**config.mk**
```make
export PLATFORM = sky130hd
export DESIGN_NAME = mvt_pipe_ctrl
export DESIGN_NICKNAME = d
export VERILOG_FILES = /design/src/hw/rtl/mvt_pkg.sv /design/src/hw/rtl/mvt_pipe_ctrl.sv
export SDC_FILE = /design/constraint.sdc
export NUM_CORES = 1
export LEC_CHECK = 0
export ABC_CLOCK_PERIOD_IN_PS = 2790
export BUFFER_PORTS_ARGS = -buffer_cell sky130_fd_sc_hd__buf_2
export CAP_MARGIN = 30
export CORE_AREA = 2 2 39 41
export DETAILED_ROUTE_END_ITERATION = 6
export DIE_AREA = 0 0 41 43
export HOLD_SLACK_MARGIN = 0.12
export PLACE_DENSITY = 0.48
export REMOVE_ABC_BUFFERS = 1
export SETUP_SLACK_MARGIN = 0.05
export SYNTH_ARGS = -nofsm -noshare
export SYNTH_HDL_FRONTEND = slang
export SYNTH_SLANG_ARGS = --single-unit
```
**constraint.sdc**
```tcl
create_clock -name clk_i -period 2.79 [get_ports clk_i]
set_input_delay 0.279 -clock clk_i [delete_from_list [all_inputs] [get_ports clk_i]]
set_output_delay 0.279 -clock clk_i [all_outputs]
set_load 0.02 [all_outputs]
```
**src/hw/rtl/mvt_pkg.sv**
```systemverilog
`timescale 1ns / 1ps
`default_nettype none

package mvt_pkg;

  localparam int DATA_W      = 32;
  localparam int CFG_W       = 64;
  localparam int NUM_REGS    = 8;
  localparam int CFG_IDX_W   = 4;
  localparam int NUM_COLS    = 4;
  localparam int NUM_ROWS    = 4;

  localparam int FRAC_BITS_DEF  = 16;
  localparam int ELEM_WIDTH_DEF = 32;

  // Pipeline stages: operand, multiply, pair sum, total, shift and clamp
  localparam int NUM_STAGES = 5;
  localparam int STG_OPND   = 0;
  localparam int STG_MUL    = 1;
  localparam int STG_PAIR   = 2;
  localparam int STG_SUM    = 3;
  localparam int STG_OUT    = 4;

  localparam logic CMD_VEC4  = 1'b0;
  localparam logic CMD_POINT = 1'b1;

  // Identity matrix in Q16.16
  localparam logic [NUM_REGS-1:0][CFG_W-1:0] CFG_RESET = {
    64'h0001_0000_0000_0000,
    64'h0000_0000_0000_0000,
    64'h0000_0000_0001_0000,
    64'h0000_0000_0000_0000,
    64'h0000_0000_0000_0000,
    64'h0001_0000_0000_0000,
    64'h0000_0000_0000_0000,
    64'h0000_0000_0001_0000
  };

  typedef struct packed {
    logic                     command;
    logic signed [DATA_W-1:0] in_x;
    logic signed [DATA_W-1:0] in_y;
    logic signed [DATA_W-1:0] in_z;
    logic signed [DATA_W-1:0] in_w;
  } vtx_in_t;

  typedef struct packed {
    logic signed [DATA_W-1:0] out_x;
    logic signed [DATA_W-1:0] out_y;
    logic signed [DATA_W-1:0] out_z;
    logic signed [DATA_W-1:0] out_w;
    logic                     saturated;
  } vtx_out_t;

  typedef struct packed {
    logic [NUM_STAGES-1:0] en;
  } pipe_ctl_t;

endpackage

`default_nettype wire

```
**src/hw/rtl/mvt_pipe_ctrl.sv**
```systemverilog
`timescale 1ns / 1ps
`default_nettype none

module mvt_pipe_ctrl import mvt_pkg::*; (
  input  wire logic clk_i,
  input  wire logic rst_ni,
  input  wire logic in_valid_i,
  input  wire logic point_i,
  output logic      in_stall_o,
  output logic      out_valid_o,
  input  wire logic out_stall_i,
  output pipe_ctl_t ctl_o,
  output logic      point_o
);

  logic [NUM_STAGES-1:0] vld_q;
  logic [NUM_STAGES-1:0] pt_q;
  logic [NUM_STAGES:0]   ready;

  // A stage loads when it is empty or its contents move on
  always_comb begin
    ready[NUM_STAGES] = !out_stall_i;
    for (int k = NUM_STAGES - 1; k >= 0; k--) begin
      ready[k] = !vld_q[k] || ready[k+1];
    end
  end

  always_ff @(posedge clk_i or negedge rst_ni) begin
    if (!rst_ni) begin
      vld_q <= '0;
    end else begin
      if (ready[0]) begin
        vld_q[0] <= in_valid_i;
      end
      for (int k = 1; k < NUM_STAGES; k++) begin
        if (ready[k]) begin
          vld_q[k] <= vld_q[k-1];
        end
      end
    end
  end

  always_ff @(posedge clk_i) begin
    if (ready[0]) begin
      pt_q[0] <= point_i;
    end
    for (int k = 1; k < NUM_STAGES; k++) begin
      if (ready[k]) begin
        pt_q[k] <= pt_q[k-1];
      end
    end
  end

  assign ctl_o.en    = ready[NUM_STAGES-1:0];
  assign in_stall_o  = !ready[0];
  assign out_valid_o = vld_q[NUM_STAGES-1];
  assign point_o     = pt_q[NUM_STAGES-1];

endmodule

`default_nettype wire

```
# ---- Word level (Yosys, flattened, before mapping)
# Cells that the tools add are included.
dict set report totals {
  reg_bits 10
  latchBits 0
  ramBits 0
  rom_bits 0
  input_bits 5
  out_inout_bits 8
  word_cells 22
  memories 0
}
dict set report op_classes {
  add_sub_neg 0
  mul 0
  div 0
  order_cmp 0
  n_eq_ne 0
  shift 0
  muxes 0
  bitwise 0
  reduce_logical 12
}
# operator count
set ops {}
lappend ops {{logical NOT 1 bit} 7}
lappend ops {{logical OR 1 bit} 5}

# ---- Longest topological paths before layout
dict set report logic_depth {
  word_depth 7
  depth_mapped 3
  ltp_nobuf 2
}

# ---- Worst setup path after synthesis
# No wires, ideal clock.
dict set report synth_path {
  kind {register to output}
  start {register vld_q[4]}
  end {output port in_stall_o}
  t_arrival_ns 1.076
  t_required_ns 2.511
  setup_slack_ns 1.435
  path_stages_with_launch 4
  n_path_buf 1
  path_cell_list {dfrtp_1 -> and4_4 -> buf_6 -> and3_1}
}
dict set report synth_between {
  elab_chain_len 7
}
# element line_no
set synth_lines {}
lappend synth_lines {{start, declared} mvt_pipe_ctrl.sv:16} ;# logic [NUM_STAGES-1:0] vld_q;
lappend synth_lines {{start signal, assigned by index} mvt_pipe_ctrl.sv:37} ;# vld_q[k] <= vld_q[k-1];
lappend synth_lines {{logical NOT 1 bit} mvt_pipe_ctrl.sv:24} ;# ready[k] = !vld_q[k] || ready[k+1];
lappend synth_lines {{logical OR 1 bit (5 in series)} mvt_pipe_ctrl.sv:24}
lappend synth_lines {{logical NOT 1 bit} mvt_pipe_ctrl.sv:55} ;# assign in_stall_o = !ready[0];
lappend synth_lines {{end, declared} mvt_pipe_ctrl.sv:9} ;# output logic in_stall_o,
# No other way between the ends.

# ---- Worst setup path after layout
# Same ends and word-level chain as after synthesis.

==> key figures <==
Route
  • Vias per Instance: between 4 and 5
  • Via count: roughly 240
  • 1st-pass router iterations: 2
  • DRC: 0
  • Post-route ant nets: 0
  • Final WL: roughly 570 um
  • Routed WL per cell: 10.4 um
  • Initial drt markers: 3

Synthesis
  • Top area cells in the synthesized netlist: edfxtp_1 42%, dfrtp_1 35%, nand2b_1 3.5%, and4_4 3.1%, buf_6 3.1%
  • Synth Instances: 23
  • Post-synth cell types: 12
  • Synth Cell Area: between 300 and 400 um^2
  • Sequential fraction of the synthesis area: about three quarters
  • Syn avg cell area: approximately 16 um^2
  • Yosys warns: 0
  • Synthesis-stage register bit count: 10
  • Synth top area share: a little over two fifths
  • Post-synth top area cell: edfxtp_1

Floorplanning
  • Ports: 13
  • Row count: 14
  • Die Area: approximately 0.0018 mm^2
  • Die height: 43 um
  • CORE AREA: 0.00138 mm^2
  • Die Wd: around 41 um
  • Initial Utilization: a little over a quarter

Timing
  • Fmax: approximately 660 MHz
  • Worst slew margin: between 80% and 90%
  • Worst-Margin Slew: 0.161 ns
  • Clock skew: 0.00613 ns
  • RSZ-0062 raised after global routing: false
  • Crit path time final: roughly 1.5 ns
  • Final Max Slew Viols: 0
  • WHS: approximately 0.2 ns
  • Tcrit/Tclk final: a little over half
  • Setup TNS: 0 ns
  • Final hold violation count: 0
  • Final Setup Violations: 0

Clocking
  • CTS tree: yes
  • H-tree levels: 1
  • Root buf cell: clkbuf_4
  • PostCTS Resize Cnt: 0
  • Worst-Skew Late Latency: approximately 0.26 ns
  • Clk buf depth: 2
  • Clock Sinks: 10
  • Clock Pin Slew Worst Setup and Hold Paths: approximately 0.06 ns
  • Total CTS buffers: 3

Cells and area
  • # diodes: 0
  • Reg area: 275 um^2
  • NumNets Final: 45
  • # fillers: about 150
  • Share of layout cells above drive strength 1: between 40% and 50%
  • Fin util: 33.6%
  • Area growth syn-to-layout: 29.2%
  • Multi-input combinational cell area: between 70 and 80 um^2
  • Final instance area: ~470 um^2
  • Finished Layout Cells: 55

Setup path
  • CP endpoint kind: output pin
  • Setup crit start kind: flop
  • Crit path DAT: roughly 1.2 ns
  • Critical path class: flop to output pin
  • Top fanout value on the critical path: 7
  • Reg2reg path depth: 2
  • R2R Setup Slk: roughly 1.8 ns
  • Reg-to-reg endpoint: pt_q[0]
  • R2R Path Start: vld_q[4]
  • WP data required: between 2 and 3 ns

Power and ir drop
  • P_leak: between 0.2 and 0.25 nW
  • Pwr/cell area: roughly 740 mW/mm^2
  • Worst ir drop on vdd: just under 300 uV

Job
  • # Max-Cap Violations: 0

Global route
  • Antenna violations before repair: 0
  • Grt total ovfl: 0
  • Via count of the first global-routing pass: 240
  • Largest net degree at the start of global routing: 8
  • Tot GR Track Use: approximately 8.6%
  • First-pass GRT wire length: 945 um

Worst hold path
  • Worst hold start: point_i
  • Class of the worst hold path: input port to flop
  • Hold Path End: pt_q[0]
  • Hold path cells: 1

Status
  • Status: finished clean

Placement
  • IO buf count: 12
  • Placed cells: 50
  • Hpwl dp: roughly 440 um
  • GPL Wtd Cong: approximately 0.60
  • Area of placed instances: between 400 and 500 um^2
## worst max-delay path, stage by stage, from the launching register on
cell and delay [ns]:
dfrtp_1 0.39, and4_4 0.28, and3_1 0.16, buf_2 0.16
## worst max-delay path by stage
| stage | startpoint | end | depth (start not counted) |
|---|---|---|---|
| 3_3_place_gp | out_stall_i | in_stall_o | 4 |
| 3_5_place_dp | out_stall_i | in_stall_o | 4 |
| 6_report | vld_q[4] | in_stall_o | 3 |
| 5_1_grt | vld_q[4] | in_stall_o | 3 |
| 2_1_floorplan | vld_q[4] | in_stall_o | 2 |
| 4_1_cts | vld_q[4] | in_stall_o | 3 |
## where the power goes
part	internal, mW	total [mW]	switching, mW	leakage, nW
sequential	0.177	0.187	0.00951	0.104
clock	0.0551	0.101	0.0461	0.0150
combinational	0.0212	0.0550	0.0337	0.0830
total	0.254	0.343	0.0893	0.202
## kinds of logic (layout without fill, tap and decap cells)
| logic type | count (synthesis) | in the layout | share of synthesized area, % |
|---|---|---|---|
| AO/OA/AOI/OAI | 2 | 2 | 4.52 |
| buffers and inverters | 2 | 18 | 4.17 |
| AND/OR/NAND/NOR | 9 | 9 | 14.9 |
| flip-flops | 10 | 10 | 76.4 |
## layout by cell type (no fill, tap or decap)
cell | netlist | layout
clkbuf_1 | 0 | 1
a31o_1 | 1 | 1
inv_1 | 1 | 1
nand2b_1 | 2 | 2
edfxtp_1 | 5 | 5
and3_1 | 1 | 1
or2_1 | 1 | 1
and4_4 | 1 | 1
nand3_1 | 2 | 2
a21o_1 | 1 | 1
buf_2 | 0 | 12
dfrtp_1 | 5 | 5
clkbuf_4 | 0 | 3
nand2_1 | 2 | 2
dlygate4sd3_1 | 0 | 1
## per-layer routing
metal,GRT usage (%),share of wire [%],vias to the layer above,routed length [um]
met1,8.39,42,111,241
met4,2.00,0,0,0
met5,0,0,-,0
li1,-,-,114,-
met3,7.85,10,0,58
met2,13.1,48,12,273
## layout make-up
cell class	count	area share, %
Clock buffer	4	5.65
Inverter	1	0.806
Multi-Input combinational cell	11	15.1
Sequential cell	10	59.1
Tap cell	16	4.30
Timing Repair Buffer	13	15.1
## sequential cells by signal, summed over array words and instances, names as in the netlist
name   cells
vld_q      5
pt_q       5
## what timing repair did
item,CTS,global route
hold buffers,1,0
setup buffers,0,0
hold endpoints to repair,5,0
## synthesized netlist by cell type (all sizes together)
master,count
a21o,1
a31o,1
and3,1
and4,1
buf,1
dfrtp,5
edfxtp,5
inv,1
nand2,2
nand2b,2
nand3,2
or2,1
## per-stage QoR
| stage | setup WS (ns) | total power [mW] |
|---|---|---|
| detailed placement | 1.56 | 0.245 |
| floorplan | 1.49 | 0.223 |
| CTS | 1.26 | 0.351 |
| finish | 1.27 | 0.343 |
| global route | 1.22 | 0.363 |
| global placement | 1.56 | 0.243 |
Note: power is estimated with default switching activity, not from simulation.
