**src/hw/rtl/mvt_pkg.sv**
```systemverilog
`timescale 1ns / 1ps
`default_nettype none

package mvt_pkg;

  localparam int DATA_W      = 32;
  localparam int CFG_W       = 64;
  localparam int NUM_REGS    = 8;
  localparam int CFG_IDX_W   = 4;
  localparam int NUM_COLS    = 4;
  localparam int NUM_ROWS    = 4;

  localparam int FRAC_BITS_DEF  = 16;
  localparam int ELEM_WIDTH_DEF = 32;

  // Pipeline stages: operand, multiply, pair sum, total, shift and clamp
  localparam int NUM_STAGES = 5;
  localparam int STG_OPND   = 0;
  localparam int STG_MUL    = 1;
  localparam int STG_PAIR   = 2;
  localparam int STG_SUM    = 3;
  localparam int STG_OUT    = 4;

  localparam logic CMD_VEC4  = 1'b0;
  localparam logic CMD_POINT = 1'b1;

  // Identity matrix in Q16.16
  localparam logic [NUM_REGS-1:0][CFG_W-1:0] CFG_RESET = {
    64'h0001_0000_0000_0000,
    64'h0000_0000_0000_0000,
    64'h0000_0000_0001_0000,
    64'h0000_0000_0000_0000,
    64'h0000_0000_0000_0000,
    64'h0001_0000_0000_0000,
    64'h0000_0000_0000_0000,
    64'h0000_0000_0001_0000
  };

  typedef struct packed {
    logic                     command;
    logic signed [DATA_W-1:0] in_x;
    logic signed [DATA_W-1:0] in_y;
    logic signed [DATA_W-1:0] in_z;
    logic signed [DATA_W-1:0] in_w;
  } vtx_in_t;

  typedef struct packed {
    logic signed [DATA_W-1:0] out_x;
    logic signed [DATA_W-1:0] out_y;
    logic signed [DATA_W-1:0] out_z;
    logic signed [DATA_W-1:0] out_w;
    logic                     saturated;
  } vtx_out_t;

  typedef struct packed {
    logic [NUM_STAGES-1:0] en;
  } pipe_ctl_t;

endpackage

`default_nettype wire

```
**src/hw/rtl/mvt_cfg_regs.sv**
```systemverilog
`timescale 1ns / 1ps
`default_nettype none

module mvt_cfg_regs import mvt_pkg::*; (
  input  wire logic                           clk_i,
  input  wire logic                           rst_ni,
  input  wire logic                           cfg_we_i,
  input  wire logic [CFG_IDX_W-1:0]           cfg_index_i,
  input  wire logic [CFG_W-1:0]               cfg_wdata_i,
  output logic      [NUM_REGS-1:0][CFG_W-1:0] regs_o
);

  logic [NUM_REGS-1:0][CFG_W-1:0] regs_q;

  // Drop writes past the last register
  always_ff @(posedge clk_i or negedge rst_ni) begin
    if (!rst_ni) begin
      regs_q <= CFG_RESET;
    end else if (cfg_we_i && (cfg_index_i < CFG_IDX_W'(NUM_REGS))) begin
      regs_q[cfg_index_i[$clog2(NUM_REGS)-1:0]] <= cfg_wdata_i;
    end
  end

  assign regs_o = regs_q;

endmodule

`default_nettype wire

```
**config.mk**
```make
export PLATFORM = sky130hd
export DESIGN_NAME = mvt_cfg_regs
export DESIGN_NICKNAME = d
export VERILOG_FILES = /design/src/hw/rtl/mvt_pkg.sv /design/src/hw/rtl/mvt_cfg_regs.sv
export SDC_FILE = /design/constraint.sdc
export NUM_CORES = 1
export LEC_CHECK = 0
export ABC_AREA = 1
export BUFFER_PORTS_ARGS = -buffer_cell sky130_fd_sc_hd__buf_2
export CORE_AREA = 2 2 227 229
export DETAILED_ROUTE_END_ITERATION = 16
export DIE_AREA = 0 0 229 231
export GPL_ROUTABILITY_DRIVEN = 0
export GPL_TIMING_DRIVEN = 0
export PLACE_DENSITY = 0.66
export RECOVER_POWER = 100
export SETUP_SLACK_MARGIN = 0.5
export SLEW_MARGIN = 20
export SYNTH_ARGS = -nofsm -noshare
export SYNTH_HDL_FRONTEND = slang
export SYNTH_SLANG_ARGS = --single-unit
```
**constraint.sdc**
```tcl
create_clock -name clk_i -period 0.8 [get_ports clk_i]
set_input_delay 0 -clock clk_i [delete_from_list [all_inputs] [get_ports clk_i]]
set_output_delay 0 -clock clk_i [all_outputs]
set_load 0.01 [all_outputs]
```
## After elaboration in Yosys (flattened, before gate mapping)

Index checks and enable logic that the tools add are counted.
Widths: inputs -> output; s select.

- Multiplexer cells: 3
- Reductions and logical operators: 2
- $lt $le $gt $ge: 3

Operators by type and width:

| kind | number |
|---|---|
| $bwmux 512 | 1 |
| $demux 64 s3 | 1 |
| $mux 64 | 1 |
| $lt 3x4->1 const B | 1 |
| $lt 4x4->1 const B | 1 |
| $ge 3x1->1 const B | 1 |
| $logic_and 1x1->1 | 2 |

- Output and inout bits: 512
- Flip-flop bits (word level): 512
- Logic and storage cells: 16

## Longest topological paths before layout

Gate-level depths: netlist of run 1.

- Depth after elaboration: 5
- Depth in mapped cells: 7
- Depth with buffers taken out: 5

## Least setup slack after synthesis of run 1

OpenSTA, ideal clock, no wires.

- Path kind: in2reg
- From: input port cfg_index_i[0]
- To: register regs_q (netlist bit regs_o[139])
- Path buffers: 3
- Cell stages on the path: 6
- Path slack: -170 ps
- Data arrival time: 904 ps
- Library setup time: 66 ps
- Cell sequence: buf_2 -> nor2_1 -> buf_2 -> clkbuf_1 -> nand3_1 -> nand2_1

- Word-level cells in the longest chain between the ends: 5

Ends and longest elaborated chain:

| element | line | text |
|---|---|---|
| start, declared | mvt_cfg_regs.sv:8 | `input wire logic [CFG_IDX_W-1:0] cfg_index_i,` |
| $lt 3x4->1 (implied by the code) / $ge 3x1->1 (equally long branches) | mvt_cfg_regs.sv:20 | `regs_q[cfg_index_i[$clog2(NUM_REGS)-1:0]] <= cfg_wdata_i;` |
| $logic_and 1x1->1 (implied by the code) | mvt_cfg_regs.sv:20 |  |
| $mux 64 (implied by the code) | mvt_cfg_regs.sv:20 |  |
| $demux 64 s3 | mvt_cfg_regs.sv:20 |  |
| $bwmux 512 | mvt_cfg_regs.sv:20 |  |
| end signal, assigned by index | mvt_cfg_regs.sv:20 |  |
| end, declared | mvt_cfg_regs.sv:13 | `logic [NUM_REGS-1:0][CFG_W-1:0] regs_q;` |

Parallel ways exist; a longest one is shown, timed or not.
A chain may end at the register's enable or synchronous reset.

==> impl_results.md, run 1 <==
* Clock tree buffer depth at 3
* Global-route wire length before repair at 114,500 um
* Mean Syn Cell Area at 8.822 um^2
* Vias at 20,301
* Synth Instances at 2,271
* CP Depth at 6
* Worst r2r path cells at 4
* CTS clk-pin slew, worst paths at 60 ps
* Initial Utilization at 0.3953
* Post-route clock period utilization at 1.660
* Unrepaired setup endpoints after global routing: yes
* Worst vdd ir at 1.649 mV
* Area of the multi-input gates at 0.006714 mm^2
* Largest net degree at the start of global routing at 50
* DRC viols at 0
* Total gr overflow at 0
* Hold Crit Depth at 3
* Crit path top cell by count: clkbuf_1
* Worst Hold Class: primary input to flop
* Top-area cell type share of the netlist area at 0.6345
* Die Area at 0.05290 mm^2
* Area after DPL at 0.02373 mm^2
* Synth warnings at 0
* Status: finished with violations
* CTS root buf: clkbuf_16
* Post-route design area at 0.03144 mm^2
* CP delay by family, top: buffers and inverters
* Synth top area cells: dfrtp_1 63%, nand2_1 24%, nand3_1 6.4%, buf_2 3.5%, clkbuf_1 0.84%
* Sum Neg Setup Slack at -348,090 ps
* Hold slack at -269.8 ps
* Final hold violations at 512
* Peak Freq at 753.2 MHz
* Clk_skew at 0 ps
* Fill cell total of the finished layout at 4,000
* Width of the die at 229 um
* Failing checks: negative hold slack, negative setup slack
* Row count at 83
* Fin. max-slew vios at 0
* Register area at 0.01282 mm^2
* Input/output buffers at 517
* Relative slew slack at 0.6798
* Wirelength per Cell at 21.37 um
* P&R area growth vs syn at 56.95%
* Crit Path Class: primary input to asynchronous set/reset pin
* Syn Nets at 2,342
* 1st-iter DRT viols at 1,948
* Post-synth EDFFs at 0
* Register area share after synthesis at 0.6398
* CP max FO at 27
* Syn Std Cell Area at 0.02003 mm^2
* Largest register FFs at 512
* Core area at 0.05068 mm^2
* Vias in the first global route at 18,298
* Ys async rst share at 1.000
* Setup WS post-layout at -527.7 ps
* Drt pass-1 iters at 6
* Slowest stage delay, CP at 880 ps
* GRT Total Usage at 0.2858
* H-Tree Depth at 2
* Vias per inst at 5.154
* Final setup vio count at 1,178
* Overall Power at 87,180 uW
* I/O pin count at 583
* Post-synthesis cell type count at 14
* Crit path buf inv count at 6
* Nets at 3,292
* Measured slew at the worst slew-check pin at 478.8 ps
* N_diodes at 0
* Sinks on Clock Net at 512
* Commonest cells in the synthesized netlist: 1,285 x nand2_1, 508 x dfrtp_1, 256 x nand3_1
* Antenna violations before repair at 5
* Critical Path AT at 2130 ps
* DP Wirelength at 50,440 um
* Worst path cell trace: clkbuf_1 -> dlygate4sd3_1 -> clkbuf_1 -> buf_6 -> buf_16 -> clkbuf_16
* Leak pwr at 0.01763 uW
* Area leader, netlist: dfrtp_1
* CP endpoint kind: asynchronous set/reset pin
* Post-Route WL at 84,170 um
* Fraction of layout cells with a size suffix above 1 at 0.4020
* CTS tree: yes
* Antenna Violating Nets Remaining at 0
* Num CTS Buffers at 52
* Top FF cell, synth: dfrtp_1
* Max Cap Viol at 0
* Clock latency on the worst-skew pair at 580 ps
* Startpoint Class: primary input
* CP max stage cell: dlygate4sd3_1
* PwrDens at 2773 mW/mm^2
* Top-count cell post-synth: nand2_1
* Synth Register Bits at 512
* DIE HEIGHT at 231 um
* Required @ worst endpoint at 1600 ps
* Final min period at 1328 ps
-- per-stage QoR --
stage	instances	worst slack, ps	utilization
final	3939	-527.7	0.6205
after global routing	3939	-490.6	0.6205
after CTS	3758	-465.1	0.5696
after detailed placement	3473	-1063	0.4683
after global placement	3468	-10340	0.4654
after floorplan	2271	-72.23	-
-- cell families (layout without fill, tap and decap cells) --
family        count (synthesis)  in the layout  share of synthesized area
simple gates               1560           1561                     0.3130
flops                       512            512                     0.6398
buf+inv                     199           1186                    0.04728
-- routing by layer --
metal	GRT usage	share of wire	up-vias	wire, um
met5	0	0	-	0
li1	-	-	8895	-
met1	0.3720	0.37	9995	31370
met2	0.4618	0.48	1126	40160
met3	0.06670	0.093	285	7846
met4	0.1171	0.057	0	4798
-- what timing repair did --
item                                    CTS  global route
resized for setup                       382           429
endpoints found under the hold margin   868           745
gates cloned                             10            11
hold buffers                              1             1
setup endpoints to repair              1371          1536
pin swaps                                54           234
setup buffers                           182           169
-- worst paths after layout --
check,from,to,slack (ps)
worst min register to register,regs_o[469]$_DFFE_PN0P_,regs_o[469]$_DFFE_PN0P_,460
max in group clk_i,regs_o[16]$_DFFE_PN1P_,regs_o[16],-450
worst max-delay path,rst_ni,regs_o[88]$_DFFE_PN0P_,-530
min in group asynchronous,rst_ni,regs_o[240]$_DFFE_PN0P_,430
worst min-delay path,cfg_wdata_i[0],regs_o[320]$_DFFE_PN0P_,-270
worst max register to register,regs_o[95]$_DFFE_PN0P_,regs_o[95]$_DFFE_PN0P_,-120
-- layout make-up --
cell class	instances	area share
inverter	6	0.0007162
clock inverter	17	0.006566
buffer	193	0.03888
clock buffer	75	0.04958
sequential	512	0.4076
multi-input combinational	1561	0.2135
timing repair buffer	895	0.2561
tap	680	0.02706
-- where the power goes --
group          internal [uW]  total, uW  switching (uW)
Clock                  14800      25400           10600
Combinational          14200      26700           12600
Sequential             31200      35100            3830
-- cell usage in the layout, fill, tap and decap left out, types with 6 or more instances in the layout --
cell	count
nand2_1	1159
dfrtp_1	508
buf_6	412
buf_2	345
nand3_1	256
buf_4	175
nand2_2	116
clkbuf_4	70
clkbuf_16	58
clkbuf_2	35
clkbuf_1	21
clkbuf_8	21
nand2_4	12
buf_12	10
nor2_4	7
nand3_4	7
clkinv_2	7
bufbuf_16	7
buf_16	6
-- worst reg2reg max path: stages, from the launching register on --
cell and delay [ps]:
dfrtp_1 390, buf_4 130, buf_4 130, nand2_1 100, nand2_1 60
Power figures use the tool's default switching activity.
==> run 2: changes to the inputs <==
==> constraint.sdc (replaced) <==
create_clock -name clk_i -period 0.8 [get_ports clk_i]
set_input_delay 0.12 -clock clk_i [delete_from_list [all_inputs] [get_ports clk_i]]
set_output_delay 0.12 -clock clk_i [all_outputs]
set_load 0.01 [all_outputs]
==> impl_results.md, run 2 (same netlist as run 1, synthesis figures left out) <==
* Peak Freq at 731.3 MHz (was 753.2 MHz)
* Width of the die at 229 um (unchanged)
* Placed Cells at 3,473 (unchanged)
* Crit Path Class: flop to primary output (was primary input to asynchronous set/reset pin)
* Internal power at 59,820 uW (was 60,200 uW)
* Slack of the worst reg-to-reg path at -150 ps (was -120 ps)
* Failing checks: negative hold slack, negative setup slack (unchanged)
* P&R area growth vs syn at 55.41% (was 56.95%)
* Relative slew slack at 0.5927 (was 0.6798)
* Place WS at -1183 ps (was -1063 ps)
* Leak pwr at 0.01761 uW (was 0.01763 uW)
* 1st-iter DRT viols at 1,949 (was 1,948)
* CP max stage cell: dfstp_2 (was dlygate4sd3_1)
* CTS tree: yes (unchanged)
* CP endpoint kind: primary output (was asynchronous set/reset pin)
* CTS clk-pin slew, worst paths at 60 ps (about the same)
* Fraction of layout cells with a size suffix above 1 at 0.3857 (was 0.4020)
* Num CTS Buffers at 52 (unchanged)
* Drt pass-1 iters at 6 (unchanged)
* Commonest non-fill, non-tap cell in the layout: nand2_1 (unchanged)
* Wirelength per Cell at 21.23 um (was 21.37 um)
* Post-route clock period utilization at 1.709 (was 1.660)
* Vias in the first global route at 18,629 (was 18,298)
* Input/output buffers at 517 (unchanged)
* Hold slack at -153.5 ps (was -269.8 ps)
* Total gr overflow at 0 (unchanged)
* Crit path buf inv count at 1 (was 6)
* Largest register FFs at 512 (unchanged)
* Most frequent cells in the layout: 1,221 x nand2_1, 508 x dfrtp_1, 358 x buf_2 (was 1,159 x nand2_1, 508 x dfrtp_1, 412 x buf_6)
* Nets at 3,300 (was 3,292)
* Final setup vio count at 1,359 (was 1,178)
* Setup WS post-layout at -567.5 ps (was -527.7 ps)
* Startpoint Class: flop (was primary input)
* Worst path cell trace: buf_6 (was clkbuf_1 -> dlygate4sd3_1 -> clkbuf_1 -> buf_6 -> buf_16 -> clkbuf_16)
* Sinks on Clock Net at 512 (unchanged)
* Clk_skew at 0 ps (unchanged)
* Die Area at 0.05290 mm^2 (unchanged)
* Max Cap Viol at 0 (unchanged)
* DIE HEIGHT at 231 um (unchanged)
* CTS Hold Bufs at 1 (unchanged)
* I/O pin count at 583 (unchanged)
* Antenna Violating Nets Remaining at 0 (unchanged)
* Clock latency on the worst-skew pair at 570 ps (was 580 ps)
* Initial Utilization at 0.3953 (unchanged)
* Required @ worst endpoint at 680 ps (was 1600 ps)
* CP delay by family, top: flip-flops (was buffers and inverters)
* CTS root buf: clkbuf_16 (unchanged)
* Worst vdd ir at 1.628 mV (was 1.649 mV)
* Post-Route WL at 83,800 um (was 84,170 um)
* DP Wirelength at 50,440 um (unchanged)
* GRT Total Usage at 0.2912 (was 0.2858)
* Fin. max-slew vios at 0 (unchanged)
* Clock tree buffer depth at 3 (unchanged)
* Final min period at 1367 ps (was 1328 ps)
* Area of the multi-input gates at 0.006505 mm^2 (was 0.006714 mm^2)
* Slowest stage delay, CP at 550 ps (was 880 ps)
* Clock share of power at 0.293 (was 0.291)
* Vias at 20,366 (was 20,301)
* Switching Share at 0.3091 (was 0.3095)
* Vias per inst at 5.160 (was 5.154)
* Status: finished with violations (unchanged)
* H-Tree Depth at 2 (unchanged)
* Row count at 83 (unchanged)
* Largest net degree at the start of global routing at 50 (unchanged)
* Final cell count without fillers at 3,947 (was 3,939)
* Unrepaired setup endpoints after global routing: yes (unchanged)
* Switch Pwr at 26,770 uW (was 26,990 uW)
* Measured slew at the worst slew-check pin at 610.9 ps (was 478.8 ps)
* Final hold violations at 503 (was 512)
* Seq pwr share at 0.404 (was 0.402)
* Gate power share at 0.302 (was 0.307)
* Core area at 0.05068 mm^2 (unchanged)
* CP max FO at 2 (was 27)
* Register area at 0.01282 mm^2 (unchanged)
* PwrDens at 2781 mW/mm^2 (was 2773 mW/mm^2)
* DRC viols at 0 (unchanged)
* Worst Hold Class: primary input to flop (unchanged)
* Global-route wire length before repair at 116,500 um (was 114,500 um)
* Critical Path AT at 1250 ps (was 2130 ps)
* N_diodes at 0 (unchanged)
* Antenna violations before repair at 1 (was 5)
* Fill cell total of the finished layout at 4,002 (was 4,000)
* Sum Neg Setup Slack at -345,330 ps (was -348,090 ps)
==> run 2: changes by cell type in the layout (fill, tap and decap cells not counted), moves of 13 or more <==
cell	change
buf_4	+105
buf_6	-65
nand2_1	+62
nand2_2	-57
clkbuf_4	-40
buf_2	+13
==> run 2: per-stage QoR <==
stage,area [um^2],total power (uW),hold WS [ps],utilization
6_report,31130,86580,-153.5,0.6144
5_1_grt,31130,89870,-161.3,0.6144
3_5_place_dp,23730,51060,136.7,0.4683
3_3_place_gp,23590,50500,441.2,0.4654
4_1_cts,29260,82560,-181.3,0.5774
2_1_floorplan,20150,41820,-175.6,-
==> run 2: power groups by stage <==
| stage | logic, uW | registers, uW | clock network [uW] |
|---|---|---|---|
| 4_1_cts | 22500 | 34600 | 25500 |
| 6_report | 26200 | 35000 | 25400 |
| 5_1_grt | 27800 | 35500 | 26700 |
| 3_5_place_dp | 16600 | 34500 | 0 |
| 3_3_place_gp | 16200 | 34300 | 0 |
| 2_1_floorplan | 4910 | 36900 | 0 |
==> run 2: layer usage <==
layer	vias to the layer above	GRT usage	wire [um]
met2	1177	0.4706	39690
met4	0	0.1289	4733
met3	305	0.07127	7824
met1	9967	0.3731	31560
li1	8917	-	-
met5	-	0	0
==> run 2: final timing paths <==
check                                         from                      end  cells after the start
setup / recovery            regs_o[16]$_DFFE_PN1P_               regs_o[16]                      1
hold / removal                      cfg_wdata_i[0]  regs_o[320]$_DFFE_PN0P_                      3
setup reg to reg            regs_o[95]$_DFFE_PN0P_   regs_o[95]$_DFFE_PN0P_                      4
hold reg to reg            regs_o[217]$_DFFE_PN0P_  regs_o[217]$_DFFE_PN0P_                      2
max in group asynchronous                   rst_ni  regs_o[166]$_DFFE_PN0P_                      5
min in group asynchronous                   rst_ni   regs_o[97]$_DFFE_PN0P_                      2
==> run 2: timing repair <==
item | CTS | global route
buffers inserted | 182 | 172
pin swaps | 84 | 69
endpoints found under the setup margin | 1455 | 1536
endpoints found under the hold margin | 785 | 705
gates cloned | 17 | 10
gates resized for setup | 443 | 200
==> run 2: final cells by class <==
type,instances,share of cell area
repair buffers,904,0.2545
multi-input cells,1560,0.2089
flip-flops and latches,512,0.4117
plain buffers,193,0.04003
inverters,6,0.0008037
clock inverters,17,0.006631
clock buffers,75,0.05007
well taps,680,0.02733
==> run 3: changes to the inputs <==
Settings changed: ABC_AREA 1 to not set, BUFFER_PORTS_ARGS -buffer_cell sky130_fd_sc_hd__buf_2 to not set, CAP_MARGIN set to 20, CORE_AREA 2 2 227 229 to 2 2 230 232, DIE_AREA 0 0 229 231 to 0 0 232 234, DONT_BUFFER_PORTS set to 1, PLACE_DENSITY 0.66 to not set.
==> impl_results.md, run 3 <==
* Antenna violations before repair at 0 (was 1)
* Top FF cell, synth: dfrtp_1 (unchanged)
* Crit Path Class: flop to primary output (unchanged)
* Overall Power at 73,770 uW (was 86,580 uW)
* Drt pass-1 iters at 4 (was 6)
* CTS tree: yes (unchanged)
* Clock tree buffer depth at 3 (unchanged)
* N_diodes at 0 (unchanged)
* Top-area cell type share of the netlist area at 0.6588 (was 0.6345)
* Slack of the worst reg-to-reg path at -60 ps (was -150 ps)
* Max Cap Viol at 0 (unchanged)
* Row count at 84 (was 83)
* Failing checks: negative hold slack, negative setup slack (unchanged)
* I/O pin count at 583 (unchanged)
* Die Area at 0.05429 mm^2 (was 0.05290 mm^2)
* Post-Route WL at 54,050 um (was 83,800 um)
* CTS root buf: clkbuf_16 (unchanged)
* DIE HEIGHT at 234 um (was 231 um)
* CP startpoint: regs_o[176]$_DFFE_PN1P_ (was regs_o[16]$_DFFE_PN1P_)
* Final hold violations at 1,024 (was 503)
* Vias at 9,790 (was 20,366)
* Final setup vio count at 962 (was 1,359)
* Nets at 1,224 (was 3,300)
* GRT Total Usage at 0.1892 (was 0.2912)
* Commonest non-fill, non-tap cell in the layout: dfrtp_1 (was nand2_1)
* Fraction of layout cells with a size suffix above 1 at 0.6661 (was 0.3857)
* Register area share after synthesis at 0.6642 (was 0.6398)
* Final min period at 1288 ps (was 1367 ps)
* Critical Path AT at 1170 ps (was 1250 ps)
* Setup crit end: regs_o[176] (was regs_o[16])
* Most frequent cells in the layout: 381 x dfrtp_1, 340 x mux2_4, 172 x mux2_2 (was 1,221 x nand2_1, 508 x dfrtp_1, 358 x buf_2)
* Vias per inst at 5.199 (was 5.160)
* Syn Nets at 1,161 (was 2,342)
* Synth Register Bits at 512 (unchanged)
* Reg-to-reg startpoint: regs_o[129]$_DFFE_PN0P_ (was regs_o[95]$_DFFE_PN0P_)
* Antenna Violating Nets Remaining at 0 (unchanged)
* CTS clk-pin slew, worst paths at 70 ps (was 60 ps)
* Num CTS Buffers at 52 (unchanged)
* Largest register FFs at 512 (unchanged)
* Commonest cells in the synthesized netlist: 508 x dfrtp_1, 447 x mux2_2, 60 x mux2_4 (was 1,285 x nand2_1, 508 x dfrtp_1, 256 x nand3_1)
* Post-synth EDFFs at 0 (unchanged)
* Measured slew at the worst slew-check pin at 875.7 ps (was 610.9 ps)
* Fin. max-slew vios at 0 (unchanged)
* Synth Instances at 1,090 (was 2,271)
* Setup WS post-layout at -487.7 ps (was -567.5 ps)
* Width of the die at 232 um (was 229 um)
* CP endpoint kind: primary output (unchanged)
* Core area at 0.05202 mm^2 (was 0.05068 mm^2)
* Largest net degree at the start of global routing at 513 (was 50)
* Unrepaired setup endpoints after global routing: yes (unchanged)
* Initial Utilization at 0.3709 (was 0.3953)
* Leak pwr at 0.01125 uW (was 0.01761 uW)
* Synth top area cells: dfrtp_1 66%, mux2_2 26%, mux2_4 4.7%, buf_2 1.0%, buf_12 0.62% (was dfrtp_1 63%, nand2_1 24%, nand3_1 6.4%, buf_2 3.5%, clkbuf_1 0.84%)
* H-Tree Depth at 2 (unchanged)
* Peak Freq at 776.6 MHz (was 731.3 MHz)
* Relative slew slack at 0.4162 (was 0.5927)
* Hold slack at -757.1 ps (was -153.5 ps)
* CP max FO at 2 (unchanged)
* DP Wirelength at 36,270 um (was 50,440 um)
* Worst vdd ir at 2.030 mV (was 1.628 mV)
* Post-route clock period utilization at 1.610 (was 1.709)
* Input/output buffers at 0 (was 517)
* Synth warnings at 0 (unchanged)
* Wirelength per Cell at 28.70 um (was 21.23 um)
* Required @ worst endpoint at 680 ps (about the same)
* P&R area growth vs syn at 21.71% (was 55.41%)
* PwrDens at 3141 mW/mm^2 (was 2781 mW/mm^2)
* Area leader, netlist: dfrtp_1 (unchanged)
* 1st-iter DRT viols at 402 (was 1,949)
* Clk_skew at 0 ps (unchanged)
* Worst Hold Class: primary input to asynchronous set/reset pin (was primary input to flop)
* Total gr overflow at 0 (unchanged)
* DRC viols at 0 (unchanged)
* CP Depth at 0 (was 1)
* Syn Std Cell Area at 0.01930 mm^2 (was 0.02003 mm^2)
* Top-count cell post-synth: dfrtp_1 (was nand2_1)
* Status: finished with violations (unchanged)
* Global-route wire length before repair at 75,830 um (was 116,500 um)
* Clock latency on the worst-skew pair at 580 ps (was 570 ps)
* Ys async rst share at 1.000 (unchanged)
* R2r endpoint: regs_o[129]$_DFFE_PN0P_ (was regs_o[95]$_DFFE_PN0P_)
* Mean Syn Cell Area at 17.70 um^2 (was 8.822 um^2)
* Startpoint Class: flop (unchanged)
* Sinks on Clock Net at 512 (unchanged)
* Worst r2r path cells at 1 (was 4)
* Vias in the first global route at 10,397 (was 18,629)
* Post-synthesis cell type count at 18 (was 14)
[run 3: cell count changes in the layout (fill, tap and decap cells not counted), moves of 13 or more]
cell	before	now
nand3_1	256	0
clkbuf_8	24	11
clkbuf_2	25	0
nand2_1	1221	0
buf_2	358	5
buf_6	347	33
buf_4	280	6
mux2_2	0	172
nand2_2	59	1
dfrtp_1	508	381
mux2_4	0	340
dfrtp_2	0	127
clkbuf_4	30	1
[run 3: kinds of logic (layout without fill, tap and decap cells)]
family                 count (synthesis)  after routing  synth area share
muxes                                512            512            0.3104
DFF                                  512            512            0.6642
buffers and inverters                 52            157           0.02042
and+or+nand+nor                       14             14          0.004928
[run 3: worst min path at each step]
stage / endpoint / slack (ps) / depth (start not counted)
2_1_floorplan: regs_o[0]$_DFFE_PN0P_ / -180 / 0
3_3_place_gp: regs_o[482]$_DFFE_PN0P_ / -160 / 0
3_5_place_dp: regs_o[482]$_DFFE_PN0P_ / -170 / 0
4_1_cts: regs_o[482]$_DFFE_PN0P_ / -800 / 0
5_1_grt: regs_o[354]$_DFFE_PN0P_ / -800 / 0
6_report: regs_o[482]$_DFFE_PN0P_ / -760 / 0
[run 3: repair_timing]
item	4_1_cts	5_1_grt
pin swaps	3	0
setup endpoints to repair	1024	1024
hold endpoints to repair	1024	1024
buffers inserted	7	1
gates resized for setup	238	167
[run 3: where the power goes]
| part | total (uW) | internal (uW) | switching, uW |
|---|---|---|---|
| Sequential | 41000 | 32300 | 8680 |
| Clock | 24200 | 14200 | 10000 |
| Combinational | 8590 | 6700 | 1880 |
| Total | 73800 | 53200 | 20600 |
[run 3: final cells by class]
cell class                      instances  area (um^2)
Sequential cell                       512        12980
Clock buffer                           80         1538
Timing Repair Buffer                    9        103.9
Tap cell                              688        860.8
Clock inverter                         16        173.9
Buffer                                 52        630.6
Fill cell                            4505        28540
Multi-Input combinational cell        526         7204
[run 3: per-layer routing]
metal	vias to the layer above	part of all wire	routed length (um)	track usage
li1	3971	-	-	-
met1	5301	0.38	20570	0.2236
met2	428	0.49	26330	0.3108
met3	90	0.10	5510	0.08268
met4	0	0.030	1643	0.05909
met5	-	0	0	0
[run 3: per-stage QoR]
stage,area (um^2),std cells,util,setup WS [ps],setup TNS (ps)
after floorplan,19620,1090,-,-568.2,-190290
after global placement,20480,1778,0.3936,-1290,-387950
after detailed placement,20490,1779,0.3939,-1326,-374050
after CTS,22990,1882,0.4419,-521.0,-198350
after global routing,23490,1883,0.4515,-514.2,-205170
final,23490,1883,0.4515,-487.7,-178870
